<file path="src/design/tlac_pkg.sv">
`timescale 1ns / 1ps
// ----------------------------------------------------------------------------
// Timed lid actuator controller package
// Shared types, register indexes, drive codes and arithmetic constants.
// ----------------------------------------------------------------------------
package tlac_pkg;

    // Configuration register indexes.
    localparam int CFG_IDX_W = 3;
    localparam logic [CFG_IDX_W-1:0] REG_TRAVEL_LIMIT = 3'd0;
    localparam logic [CFG_IDX_W-1:0] REG_DWELL_LIMIT  = 3'd1;
    localparam logic [CFG_IDX_W-1:0] REG_BIN_HEIGHT   = 3'd2;
    localparam logic [CFG_IDX_W-1:0] REG_LOCK_PERCENT = 3'd3;
    localparam logic [CFG_IDX_W-1:0] REG_GAS_LIMIT    = 3'd4;
    localparam int CFG_DATA_W = 12;

    // Register reset values.
    localparam logic [7:0]  TRAVEL_LIMIT_RST = 8'd14;
    localparam logic [7:0]  DWELL_LIMIT_RST  = 8'd12;
    localparam logic [9:0]  BIN_HEIGHT_RST   = 10'd60;
    localparam logic [6:0]  LOCK_PERCENT_RST = 7'd100;
    localparam logic [11:0] GAS_LIMIT_RST    = 12'd2000;

    // Motor drive codes.
    localparam logic [1:0] DRIVE_CLOSE   = 2'd0;
    localparam logic [1:0] DRIVE_OPEN    = 2'd1;
    localparam logic [1:0] DRIVE_STANDBY = 2'd2;

    // Echo time to tenths of an inch: (echo * 4425) >> 16.
    localparam logic [12:0] ECHO_SCALE   = 13'd4425;
    localparam int          PROD_W       = 28;
    localparam int          ECHO_SHIFT   = 16;
    localparam int          DIST_W       = PROD_W - ECHO_SHIFT;

    // Fill percent arithmetic.
    localparam int          NUM_W        = 17;
    localparam logic [6:0]  PCT_SCALE    = 7'd100;
    localparam logic [6:0]  FULL_PERCENT = 7'd100;
    localparam int          QUOT_W       = 7;
    localparam logic [7:0]  CNT_MAX      = 8'hFF;

    // Two quotient bits per step, one bit on the last step.
    localparam logic [1:0]  DIV_LAST_STEP = 2'd3;

    typedef enum logic [1:0] {
        ST_IDLE,
        ST_NUM,
        ST_DIV,
        ST_FIN
    } state_t;

    // Commands from the controller to the datapath.
    typedef struct packed {
        logic load;      // capture a new request
        logic num;       // form the dividend and divisor
        logic div;       // one divide step
        logic div_last;  // the divide step is the single-bit last one
        logic fin;       // update lid state and load the result register
    } dp_cmd_t;

endpackage

</file>
<file path="src/design/tlac_ctrl.sv">
`timescale 1ns / 1ps
// ----------------------------------------------------------------------------
// Timed lid actuator controller sequencer
// Steps each request through dividend setup, the fill divide and the update.
// ----------------------------------------------------------------------------
module tlac_ctrl
(
    input  logic              clk,
    input  logic              rst_n,
    input  logic              in_valid,
    output logic              in_stall,
    output logic              out_valid,
    input  logic              out_stall,
    output tlac_pkg::dp_cmd_t cmd
);
    import tlac_pkg::*;

    state_t     state_reg;
    state_t     state_next;
    logic [1:0] step_reg;
    logic [1:0] step_next;
    logic       out_valid_reg;
    logic       out_valid_next;
    logic       out_free;

    // The result register can take a new result when empty or being drained.
    assign out_free = !out_valid_reg || !out_stall;

    always_comb
    begin
        state_next = state_reg;
        unique case (state_reg)
            ST_IDLE:
            begin
                if (in_valid)
                begin
                    state_next = ST_NUM;
                end
            end
            ST_NUM:
            begin
                state_next = ST_DIV;
            end
            ST_DIV:
            begin
                if (step_reg == DIV_LAST_STEP)
                begin
                    state_next = ST_FIN;
                end
            end
            ST_FIN:
            begin
                if (out_free)
                begin
                    state_next = ST_IDLE;
                end
            end
            default:
            begin
                state_next = ST_IDLE;
            end
        endcase
    end

    always_comb
    begin
        cmd            = '0;
        in_stall       = 1'b1;
        step_next      = step_reg;
        out_valid_next = out_valid_reg && out_stall;
        unique case (state_reg)
            ST_IDLE:
            begin
                in_stall = 1'b0;
                cmd.load = in_valid;
            end
            ST_NUM:
            begin
                cmd.num   = 1'b1;
                step_next = 2'd0;
            end
            ST_DIV:
            begin
                cmd.div      = 1'b1;
                cmd.div_last = (step_reg == DIV_LAST_STEP);
                step_next    = step_reg + 2'd1;
            end
            ST_FIN:
            begin
                cmd.fin = out_free;
                if (out_free)
                begin
                    out_valid_next = 1'b1;
                end
            end
            default:
            begin
                cmd = '0;
            end
        endcase
    end

    always_ff @(posedge clk or negedge rst_n)
    begin
        if (!rst_n)
        begin
            state_reg     <= ST_IDLE;
            step_reg      <= 2'd0;
            out_valid_reg <= 1'b0;
        end
        else
        begin
            state_reg     <= state_next;
            step_reg      <= step_next;
            out_valid_reg <= out_valid_next;
        end
    end

    assign out_valid = out_valid_reg;

endmodule

</file>
<file path="src/design/tlac_datapath.sv">
`timescale 1ns / 1ps
// ----------------------------------------------------------------------------
// Timed lid actuator controller datapath
// Configuration registers, distance and fill arithmetic, lid state, results.
// ----------------------------------------------------------------------------
module tlac_datapath
(
    input  logic                             clk,
    input  logic                             rst_n,
    input  tlac_pkg::dp_cmd_t                cmd,
    input  logic                             cfg_we,
    input  logic [tlac_pkg::CFG_IDX_W-1:0]   cfg_index,
    input  logic [tlac_pkg::CFG_DATA_W-1:0]  cfg_data,
    input  logic                             motion,
    input  logic [11:0]                      gas_level,
    input  logic [14:0]                      echo_us,
    output logic [1:0]                       lid_drive,
    output logic                             report_request,
    output logic [6:0]                       fill_percent,
    output logic [11:0]                      gas_report,
    output logic                             lid_open_flag
);
    import tlac_pkg::*;

    // Configuration.
    logic [7:0]  travel_limit_reg;
    logic [7:0]  dwell_limit_reg;
    logic [9:0]  bin_height_reg;
    logic [6:0]  lock_percent_reg;
    logic [11:0] gas_limit_reg;

    // Request and arithmetic.
    logic              motion_reg;
    logic [11:0]       gas_reg;
    logic [9:0]        dist_reg;
    logic [NUM_W-1:0]  rem_reg;
    logic [NUM_W-1:0]  dvs_reg;
    logic [QUOT_W-1:0] quot_reg;

    // Lid state.
    logic       open_reg;
    logic [7:0] travel_reg;
    logic [7:0] dwell_reg;
    logic       closed_rep_reg;
    logic       open_next;
    logic [7:0] travel_next;
    logic [7:0] dwell_next;
    logic       closed_rep_next;

    // Result register.
    logic [1:0]  drive_reg;
    logic        report_reg;
    logic [6:0]  fill_reg;
    logic [11:0] gas_out_reg;
    logic        open_flag_reg;
    logic [1:0]  drive_next;
    logic        report_next;

    logic [PROD_W-1:0] prod;
    logic [DIST_W-1:0] dist_raw;
    logic [9:0]        dist_clamped;
    logic [9:0]        diff;
    logic [NUM_W-1:0]  num_val;
    logic              ge_hi;
    logic              ge_lo;
    logic [NUM_W-1:0]  rem_hi;
    logic [NUM_W-1:0]  rem_lo;
    logic [NUM_W-1:0]  dvs_half;
    logic [6:0]        fill_val;

    always_ff @(posedge clk or negedge rst_n)
    begin
        if (!rst_n)
        begin
            travel_limit_reg <= TRAVEL_LIMIT_RST;
            dwell_limit_reg  <= DWELL_LIMIT_RST;
            bin_height_reg   <= BIN_HEIGHT_RST;
            lock_percent_reg <= LOCK_PERCENT_RST;
            gas_limit_reg    <= GAS_LIMIT_RST;
        end
        else if (cfg_we)
        begin
            unique case (cfg_index)
                REG_TRAVEL_LIMIT: travel_limit_reg <= cfg_data[7:0];
                REG_DWELL_LIMIT:  dwell_limit_reg  <= cfg_data[7:0];
                REG_BIN_HEIGHT:   bin_height_reg   <= cfg_data[9:0];
                REG_LOCK_PERCENT: lock_percent_reg <= cfg_data[6:0];
                REG_GAS_LIMIT:    gas_limit_reg    <= cfg_data[11:0];
                default:          ;
            endcase
        end
    end

    // Distance in tenths of an inch, clamped to the bin height.
    assign prod         = PROD_W'(echo_us) * PROD_W'(ECHO_SCALE);
    assign dist_raw     = prod[PROD_W-1:ECHO_SHIFT];
    assign dist_clamped = (dist_raw > DIST_W'(bin_height_reg)) ? bin_height_reg
                                                               : dist_raw[9:0];

    // Dividend with half the divisor added for round-to-nearest.
    assign diff    = bin_height_reg - dist_reg;
    assign num_val = NUM_W'(diff) * NUM_W'(PCT_SCALE) + NUM_W'(bin_height_reg >> 1);

    // Restoring divide, two quotient bits per step. The quotient never exceeds
    // 100, so seven bits starting at the divisor shifted by six cover it.
    assign dvs_half = dvs_reg >> 1;
    assign ge_hi    = (rem_reg >= dvs_reg);
    assign rem_hi   = ge_hi ? (rem_reg - dvs_reg) : rem_reg;
    assign ge_lo    = (rem_hi >= dvs_half);
    assign rem_lo   = ge_lo ? (rem_hi - dvs_half) : rem_hi;

    always_ff @(posedge clk)
    begin
        if (cmd.load)
        begin
            motion_reg <= motion;
            gas_reg    <= gas_level;
            dist_reg   <= dist_clamped;
        end
        if (cmd.num)
        begin
            rem_reg  <= num_val;
            dvs_reg  <= {1'b0, bin_height_reg, 6'b0};
            quot_reg <= '0;
        end
        else if (cmd.div)
        begin
            if (cmd.div_last)
            begin
                quot_reg <= {quot_reg[QUOT_W-2:0], ge_hi};
            end
            else
            begin
                rem_reg  <= rem_lo;
                dvs_reg  <= dvs_reg >> 2;
                quot_reg <= {quot_reg[QUOT_W-3:0], ge_hi, ge_lo};
            end
        end
    end

    // An empty bin height reads as a full bin.
    assign fill_val = (bin_height_reg == '0) ? FULL_PERCENT : quot_reg;

    always_comb
    begin
        open_next       = open_reg;
        travel_next     = travel_reg;
        dwell_next      = dwell_reg;
        closed_rep_next = closed_rep_reg;
        report_next     = 1'b0;
        drive_next      = DRIVE_CLOSE;

        if (motion_reg)
        begin
            if (!open_reg && (gas_reg < gas_limit_reg) && (fill_val < lock_percent_reg))
            begin
                open_next = 1'b1;
            end
            else
            begin
                report_next = 1'b1;
            end
        end
        else if (dwell_reg >= dwell_limit_reg)
        begin
            open_next  = 1'b0;
            dwell_next = '0;
        end

        if (open_next && (travel_reg < travel_limit_reg))
        begin
            drive_next = DRIVE_OPEN;
            if (travel_reg != CNT_MAX)
            begin
                travel_next = travel_reg + 8'd1;
            end
        end
        else if (open_next)
        begin
            drive_next = DRIVE_STANDBY;
            if (dwell_next != CNT_MAX)
            begin
                dwell_next = dwell_next + 8'd1;
            end
        end
        else
        begin
            drive_next = DRIVE_CLOSE;
            if (travel_reg != '0)
            begin
                travel_next     = travel_reg - 8'd1;
                closed_rep_next = 1'b0;
            end
            else if (!closed_rep_reg)
            begin
                closed_rep_next = 1'b1;
                report_next     = 1'b1;
            end
        end
    end

    always_ff @(posedge clk or negedge rst_n)
    begin
        if (!rst_n)
        begin
            open_reg       <= 1'b0;
            travel_reg     <= '0;
            dwell_reg      <= '0;
            closed_rep_reg <= 1'b1;
        end
        else if (cmd.fin)
        begin
            open_reg       <= open_next;
            travel_reg     <= travel_next;
            dwell_reg      <= dwell_next;
            closed_rep_reg <= closed_rep_next;
        end
    end

    always_ff @(posedge clk)
    begin
        if (cmd.fin)
        begin
            drive_reg     <= drive_next;
            report_reg    <= report_next;
            fill_reg      <= fill_val;
            gas_out_reg   <= gas_reg;
            open_flag_reg <= open_next;
        end
    end

    assign lid_drive      = drive_reg;
    assign report_request = report_reg;
    assign fill_percent   = fill_reg;
    assign gas_report     = gas_out_reg;
    assign lid_open_flag  = open_flag_reg;

endmodule

</file>
<file path="src/design/timed_lid_actuator_controller.sv">
`timescale 1ns / 1ps
// The sequencer steps each accepted request through the dividend setup,
// four restoring divide steps and the state update, and takes no new request
// until it is back in idle; a waiting result does not block the next request,
// only the update step waits for it.
// Reset (rst_n, asynchronous, active low) closes the lid, clears the counters
// and loads the configuration registers with their default values.
// ----------------------------------------------------------------------------
// Timed lid actuator controller
// Turns half-second sensor ticks into lid motor commands and report requests.
// ----------------------------------------------------------------------------
module timed_lid_actuator_controller
(
    input  logic                             clk,
    input  logic                             rst_n,
    // Tick request channel.
    input  logic                             in_valid,
    output logic                             in_stall,
    input  logic                             motion,
    input  logic [11:0]                      gas_level,
    input  logic [14:0]                      echo_us,
    // Result channel.
    output logic                             out_valid,
    input  logic                             out_stall,
    output logic [1:0]                       lid_drive,
    output logic                             report_request,
    output logic [6:0]                       fill_percent,
    output logic [11:0]                      gas_report,
    output logic                             lid_open_flag,
    // Configuration write channel.
    input  logic                             cfg_valid,
    output logic                             cfg_ready,
    input  logic [tlac_pkg::CFG_IDX_W-1:0]   cfg_index,
    input  logic [tlac_pkg::CFG_DATA_W-1:0]  cfg_data
);
    import tlac_pkg::*;

    dp_cmd_t cmd;

    // Configuration writes are always taken, unchecked; the user must send
    // them only while idle, so they never disturb a request in flight.
    assign cfg_ready = 1'b1;

    // The sequencer owns both handshakes; one command per cycle unless held.
    tlac_ctrl u_ctrl
    (
        .clk       (clk),
        .rst_n     (rst_n),
        .in_valid  (in_valid),
        .in_stall  (in_stall),
        .out_valid (out_valid),
        .out_stall (out_stall),
        .cmd       (cmd)
    );

    // The datapath holds the configuration, the fill divider, the lid state
    // and the result register.
    tlac_datapath u_datapath
    (
        .clk            (clk),
        .rst_n          (rst_n),
        .cmd            (cmd),
        .cfg_we         (cfg_valid && cfg_ready),
        .cfg_index      (cfg_index),
        .cfg_data       (cfg_data),
        .motion         (motion),
        .gas_level      (gas_level),
        .echo_us        (echo_us),
        .lid_drive      (lid_drive),
        .report_request (report_request),
        .fill_percent   (fill_percent),
        .gas_report     (gas_report),
        .lid_open_flag  (lid_open_flag)
    );

`ifndef NO_ASSERTIONS
    // Once a request is taken the block is busy with it.
    assert property (@(posedge clk) disable iff (!rst_n)
        (in_valid && !in_stall) |=> in_stall)
        else $error("input not stalled after a request was accepted");

    // Driving open only happens while the lid is meant to be open.
    assert property (@(posedge clk) disable iff (!rst_n)
        (out_valid && (lid_drive == DRIVE_OPEN)) |-> lid_open_flag)
        else $error("lid driven open while closed intent");

    // Driving shut only happens while the lid is meant to be closed.
    assert property (@(posedge clk) disable iff (!rst_n)
        (out_valid && (lid_drive == DRIVE_CLOSE)) |-> !lid_open_flag)
        else $error("lid driven shut while open intent");

    // The rounded fill percent never exceeds a full bin.
    assert property (@(posedge clk) disable iff (!rst_n)
        out_valid |-> (fill_percent <= FULL_PERCENT))
        else $error("fill percent above full");
`endif

endmodule
</file>
<file path="config.mk">
export PLATFORM = sky130hd
export DESIGN_NAME = timed_lid_actuator_controller
export DESIGN_NICKNAME = d
export VERILOG_FILES = /design/src/design/tlac_pkg.sv /design/src/design/tlac_ctrl.sv /design/src/design/tlac_datapath.sv /design/src/design/timed_lid_actuator_controller.sv
export SDC_FILE = /design/constraint.sdc
export NUM_CORES = 1
export LEC_CHECK = 0
export BUFFER_PORTS_ARGS = -buffer_cell sky130_fd_sc_hd__buf_2
export CAP_MARGIN = 20
export CORE_MARGIN = 2
export CORE_UTILIZATION = 63
export CTS_CLUSTER_DIAMETER = 150
export CTS_CLUSTER_SIZE = 14
export DETAILED_ROUTE_END_ITERATION = 6
export GPL_TIMING_DRIVEN = 0
export PLACE_DENSITY = 0.93
export SETUP_SLACK_MARGIN = 0.15
export SYNTH_ARGS = -nofsm -noshare
export SYNTH_HDL_FRONTEND = slang
export SYNTH_SLANG_ARGS = --single-unit
</file>
<file path="constraint.sdc">
create_clock -name clk -period 5.5 [get_ports clk]
set_clock_uncertainty 0.05 [all_clocks]
set_input_delay 0.275 -clock clk [delete_from_list [all_inputs] [get_ports clk]]
set_output_delay 0.275 -clock clk [all_outputs]
set_load 0.01 [all_outputs]
</file>
Word level (Yosys, flattened, before mapping)
Index checks and enable logic that the tools add are counted.
- flip-flop bits (word level): 154
- input port bits: 48
- output and inout bits: 26
- word-level logic and storage cells: 128
- $add $sub $neg: 8
- multiply operators: 2
- magnitude comparators: 7
- eq/ne operators: 16
- muxes and demuxes: 43
- bitwise gates (word level): 3
- reductions and logical operators: 25
- operator list (kind ; count):
    17-bit two-way mux ; 5
    8-bit two-way mux ; 9
    16-bit two-way mux ; 3
    15-bit by 13-bit multiplier with 28-bit output (second input constant) ; 1
    17-bit by 9-bit adder with 17-bit output ; 1
    17-bit by 15-bit >= comparator with 1-bit output ; 1
    17-bit by 16-bit >= comparator with 1-bit output ; 1
    17-bit by 15-bit subtractor with 17-bit output ; 1
    17-bit by 16-bit subtractor with 17-bit output ; 1
    8-bit by 1-bit adder with 8-bit output (second input constant) ; 2
    1-bit two-way mux ; 16
    8-bit != test (second input constant) ; 2
    10-bit by 5-bit multiplier with 15-bit output (second input constant) ; 1
    7-bit two-way mux ; 2
    2-bit AND reduction ; 7
    12-bit by 10-bit greater-than comparator with 1-bit output ; 1
    12-bit < comparator ; 1
    10-bit zero test ; 1
    10-bit two-way mux ; 1
    2-bit two-way mux ; 5
    10-bit subtractor ; 1
    8-bit >= comparator ; 1
    8-bit < comparator ; 1
    2-bit one-hot mux with 4 select lines ; 1
    other kinds (21) ; 38

Logic depth before layout (Yosys ltp)
- word-level depth: 10
- gate-level depth with buffers: 25
- mapped depth without buffers: 24

Modules after synthesis
A second synthesis with hierarchy kept.
- cell total of the unflattened synthesis: 1435
- area total of the unflattened synthesis: 13442.9 um^2
- by module, submodules not included (module ; instances ; cells an instance ; area an instance (um^2) ; sequential area each (um^2)):
    tlac_datapath ; 1 ; 1404 ; 13130.1 ; 4052.6
    tlac_ctrl ; 1 ; 29 ; 301.5 ; 125.1
    timed_lid_actuator_controller ; 1 ; 2 ; 11.3 ; 0.0

Worst setup path before layout
Ideal clock, no wire load.
- kind: in2reg
- start point: in echo_us[2]
- end point: reg u_datapath.dist_reg[1], data pin
- library setup time: 0.260 ns
- arrival: 5.499 ns
- data required time: 5.190 ns
- slack: -0.309 ns
- cell stages on the path: 21
- path buffers: 1
- path through: ha_1 -> fa_1 -> fa_1 -> inv_1 -> fa_1 -> inv_1 -> ha_1 -> a211oi_1 -> nand3_1 -> a41o_1 -> o2bb2ai_1 -> o221a_2 -> xor2_1 -> ha_1 -> a21o_1 -> a211oi_1 -> o211ai_1 -> a211oi_1 -> nor4b_2 -> buf_4 -> mux2_2
- longest elaborated chain between the ends: 3
- ends and longest elaborated chain (item ; line ; RTL):
    from (decl) ; timed_lid_actuator_controller.sv:21 ; input logic [14:0] echo_us,
    15-bit by 13-bit multiplier with 28-bit output (*) ; tlac_datapath.sv:95 ; assign prod = PROD_W'(echo_us) * PROD_W'(ECHO_SCALE);
    12-bit by 10-bit greater-than comparator with 1-bit output ; tlac_datapath.sv:97 ; assign dist_clamped = (dist_raw > DIST_W'(bin_height_reg)) ? bin_height_reg
    10-bit two-way mux (*) ; tlac_datapath.sv:97 ;
    via u_datapath.dist_clamped[1] ; tlac_datapath.sv:61 ; logic [9:0] dist_clamped;
    to (signal assigned) ; tlac_datapath.sv:118 ; dist_reg <= dist_clamped;
    to (decl) ; tlac_datapath.sv:35 ; logic [9:0] dist_reg;
Mark *: on every way through the listed nets, which the timed path passes. The rest lies on a longest branch.
A chain may end at the register's enable or synchronous reset.

Final worst setup path
- start point: in echo_us[5]
- end point: reg u_datapath.dist_reg[2], data pin
Same word-level chain as after synthesis.

==> summary.txt <==
Layout
  • Proportion of layout cells with a drive suffix above 1: 18.48%
  • Max reg flops: 17
  • Commonest non-fill, non-tap cell in the layout: ha_1
  • Final core utilization: 75.40%
  • Post-Layout Inst Area: 0.01580 mm^2
  • Most frequent cells in the layout: ha_1 (200), inv_1 (189), nand2_1 (145)
  • Diodes inserted: 0
  • Layout area overhead: 17.52%
  • Nets@finish: 1,880

STA
  • Unrepaired setup endpoints after global routing: yes
  • Final Hold Fails: 0
  • Measured slew at the worst slew-check pin: 971.6 ps
  • Number of setup violations in the final report: 10
  • Fmax: 171.2 MHz
  • Max Transition Viols Final: 0
  • Fin crit share: 106.2%
  • Slew headroom: 35.22%
  • Min cycle time layout: 5841 ps
  • Min Hold Slack: 30.77 ps
  • Final WS setup: -340.8 ps

Worst setup path
  • Slowest library cell on the worst path: fa_1
  • Crit path launch: echo_us[5]
  • Top Family by Delay on Critical Path: adder cells
  • WP buf/inv: 6
  • CP Max Fanout: 5
  • CP Launch Type: input port
  • FF-to-FF setup slack: 80 ps
  • Crit Path Class: input port to flip-flop
  • CP Capture Type: flip-flop
  • CP peak stage delay: 480 ps
  • Data required time of the worst path: 5630 ps
  • End point of the critical path: u_datapath.dist_reg[2]
  • Worst Path Arrival: 5970 ps
  • Worst reg-to-reg path cell count: 22
  • Most Frequent Cell on Critical Path: fa_1
  • RR Endpoint: u_datapath.rem_reg[16]
  • FF-to-FF Start: u_datapath.dist_reg[1]
  • Critical Path Stages: 26

Die
  • Die Area: 0.02252 mm^2
  • Num rows: 53
  • Starting density of the core: 64.16%
  • Core area: 0.02096 mm^2
  • Die height: 150.1 um
  • Io pins: 74
  • Die Width: 150.1 um

Placed design
  • Number of I/O port buffers: 72
  • Post-DP HPWL: 25.47 mm
  • GPL Wtd Cong: 0.9805
  • Placement Cell Area: 0.01434 mm^2

Routing
  • DR pass1 iterations: 7
  • DRT iter0 DRCs: 1,245
  • ANT nets after route: 0
  • Metal3 WL: 3.638 mm
  • Max layer used: met4
  • Residual DRC count: 3
  • Met2 wire len: 19.87 mm
  • Vias per Instance: 6.572
  • Via Count: 12,264
  • DR WL/cell: 21.74 um
  • Post-Route WL: 40.57 mm
  • Wl on met1: 14.16 mm

Yosys
  • Main synth FF type: edfxtp_1
  • Distinct cells, synth: 78
  • Post-Syn Nets: 1,747
  • Synthesized flop and latch total: 154
  • Ys async rst share: 44.16%
  • EDFF count, synth: 73
  • Yosys warnings: 0
  • Syn_area_per_cell: 9.304 um^2
  • Sequential-to-total area share from yosys stat: 31.07%
  • Gate Count Post-Synth: 1,445
  • Post-Syn Area: 0.01344 mm^2

Clocking
  • CTS buffer count: 17
  • Root Driver: clkbuf_16
  • Clk_lat worst skew: 450 ps
  • Max H-tree Level: 4
  • Clk buf depth: 2
  • Clock transition at path regs: 70 ps
  • Clock sinks: 154
  • CTS tree: built

Global routing
  • Initial antenna violation count: 0
  • First-pass GRT wire length: 61.09 mm
  • GRT Total Usage: 34.80%
  • Largest net degree at the start of global routing: 69
  • Total gr overflow: 0
  • Number of global-route vias before repair: 12,256

Outcome
  • Failing checks: DRC, setup timing
  • Status: finished, violations left

Min path
  • Worst hold-check path type: input port to flip-flop

Job
  • Max cap viols: 0
metal layers:
| layer | GRT usage [%] | vias up |
|---|---|---|
| met3 | 7.988 | 279 |
| met2 | 58.86 | 864 |
| met4 | 22.03 | 0 |
| li1 | - | 5389 |
| met5 | 0 | - |
| met1 | 39.74 | 5732 |
metrics by stage:
step | setup TNS, ps | instances | worst slack, ps
6_report | -3087 | 1866 | -340.8
5_1_grt | -5061 | 1866 | -519.8
4_1_cts | -847.3 | 1845 | -110.9
3_5_place_dp | -6785 | 1792 | -598.4
3_3_place_gp | -3910 | 1792 | -373.5
2_1_floorplan | 0 | 1445 | 77.33
cell usage after synthesis (18+ instances only):
| cell type | number | area, um^2 |
|---|---|---|
| nand3_1 | 29 | 145.1 |
| xnor2_1 | 38 | 332.8 |
| mux2_2 | 27 | 304.0 |
| nor2_1 | 73 | 274.0 |
| fa_1 | 37 | 740.7 |
| o21ai_0 | 86 | 430.4 |
| a211oi_1 | 18 | 135.1 |
| inv_1 | 195 | 732.0 |
| a21o_1 | 29 | 217.7 |
| clkbuf_1 | 22 | 82.58 |
| xor2_1 | 28 | 245.2 |
| nand4_1 | 23 | 143.9 |
| dfrtp_1 | 49 | 1226 |
| nor3_1 | 24 | 120.1 |
| dfstp_2 | 19 | 499.2 |
| ha_1 | 217 | 2715 |
| nand2_1 | 145 | 544.3 |
| a21oi_1 | 75 | 375.4 |
| edfxtp_1 | 73 | 2192 |
layout make-up:
type                       instances  area (um^2)
buffer                            32        161.4
clock inverter                    15        132.6
fill                            1264         5155
clock buffer                      17        425.4
multi-input combinational       1063         9015
sequential                       154         4180
tap                              275        344.1
inverter                         196        735.7
timing repair buffer             114        805.8
how the worst min path moves through the flow:
stage / cells past startpoint / slack (ps) / end / startpoint
2_1_floorplan: 0 / -70 / u_ctrl.out_valid / rst_n
3_3_place_gp: 0 / 390 / u_datapath.gas_report[0] / u_datapath.gas_reg[0]
3_5_place_dp: 1 / 390 / u_datapath.travel_reg[1] / rst_n
4_1_cts: 3 / 30 / u_datapath.gas_limit_reg[10] / cfg_data[10]
5_1_grt: 3 / 50 / u_datapath.gas_limit_reg[7] / cfg_data[7]
6_report: 3 / 30 / u_datapath.gas_limit_reg[10] / cfg_data[10]
worst reg2reg max path, stage by stage, from the launching register on:
cell and delay (ps):
edfxtp_1 410, inv_1 160, ha_1 280, nor2b_2 180, o21ai_2 190, a21boi_2 130
o21ai_2 190, a21boi_2 120, o21ai_1 270, nand2_1 170, xor2_1 260, ha_1 280
ha_1 300, ha_1 310, ha_1 320, buf_2 200, nand4_1 130, nor2_1 60
a32o_1 290, o21ai_4 220, a21oi_2 110, and4_1 220, o32a_1 310
cell families (layout without fill, tap and decap cells):
logic type                 Yosys count  count (layout)  synth area share, %
AOI/OAI and AO/OA                  315             315                15.10
xor gates and xnor gates            66              66                4.300
adders and majority gates          254             254                25.70
buffers and inverters              228             374                6.598
DFF                                154             154                31.07
muxes                               39              39                3.155
other                                1               1              0.02789
and+or+nand+nor                    388             388                14.04
what timing repair did:
action                                 CTS  global route
pin swaps                               17            28
resized for setup                       46            77
endpoints found under the hold margin   62             0
setup buffers                            6            19
hold buffers                            14             0
setup endpoints to repair               29            30
cloned                                   1             0
Power is not shown: default switching activity piles up to over one toggle a cycle in this logic, so the estimate is an artifact.
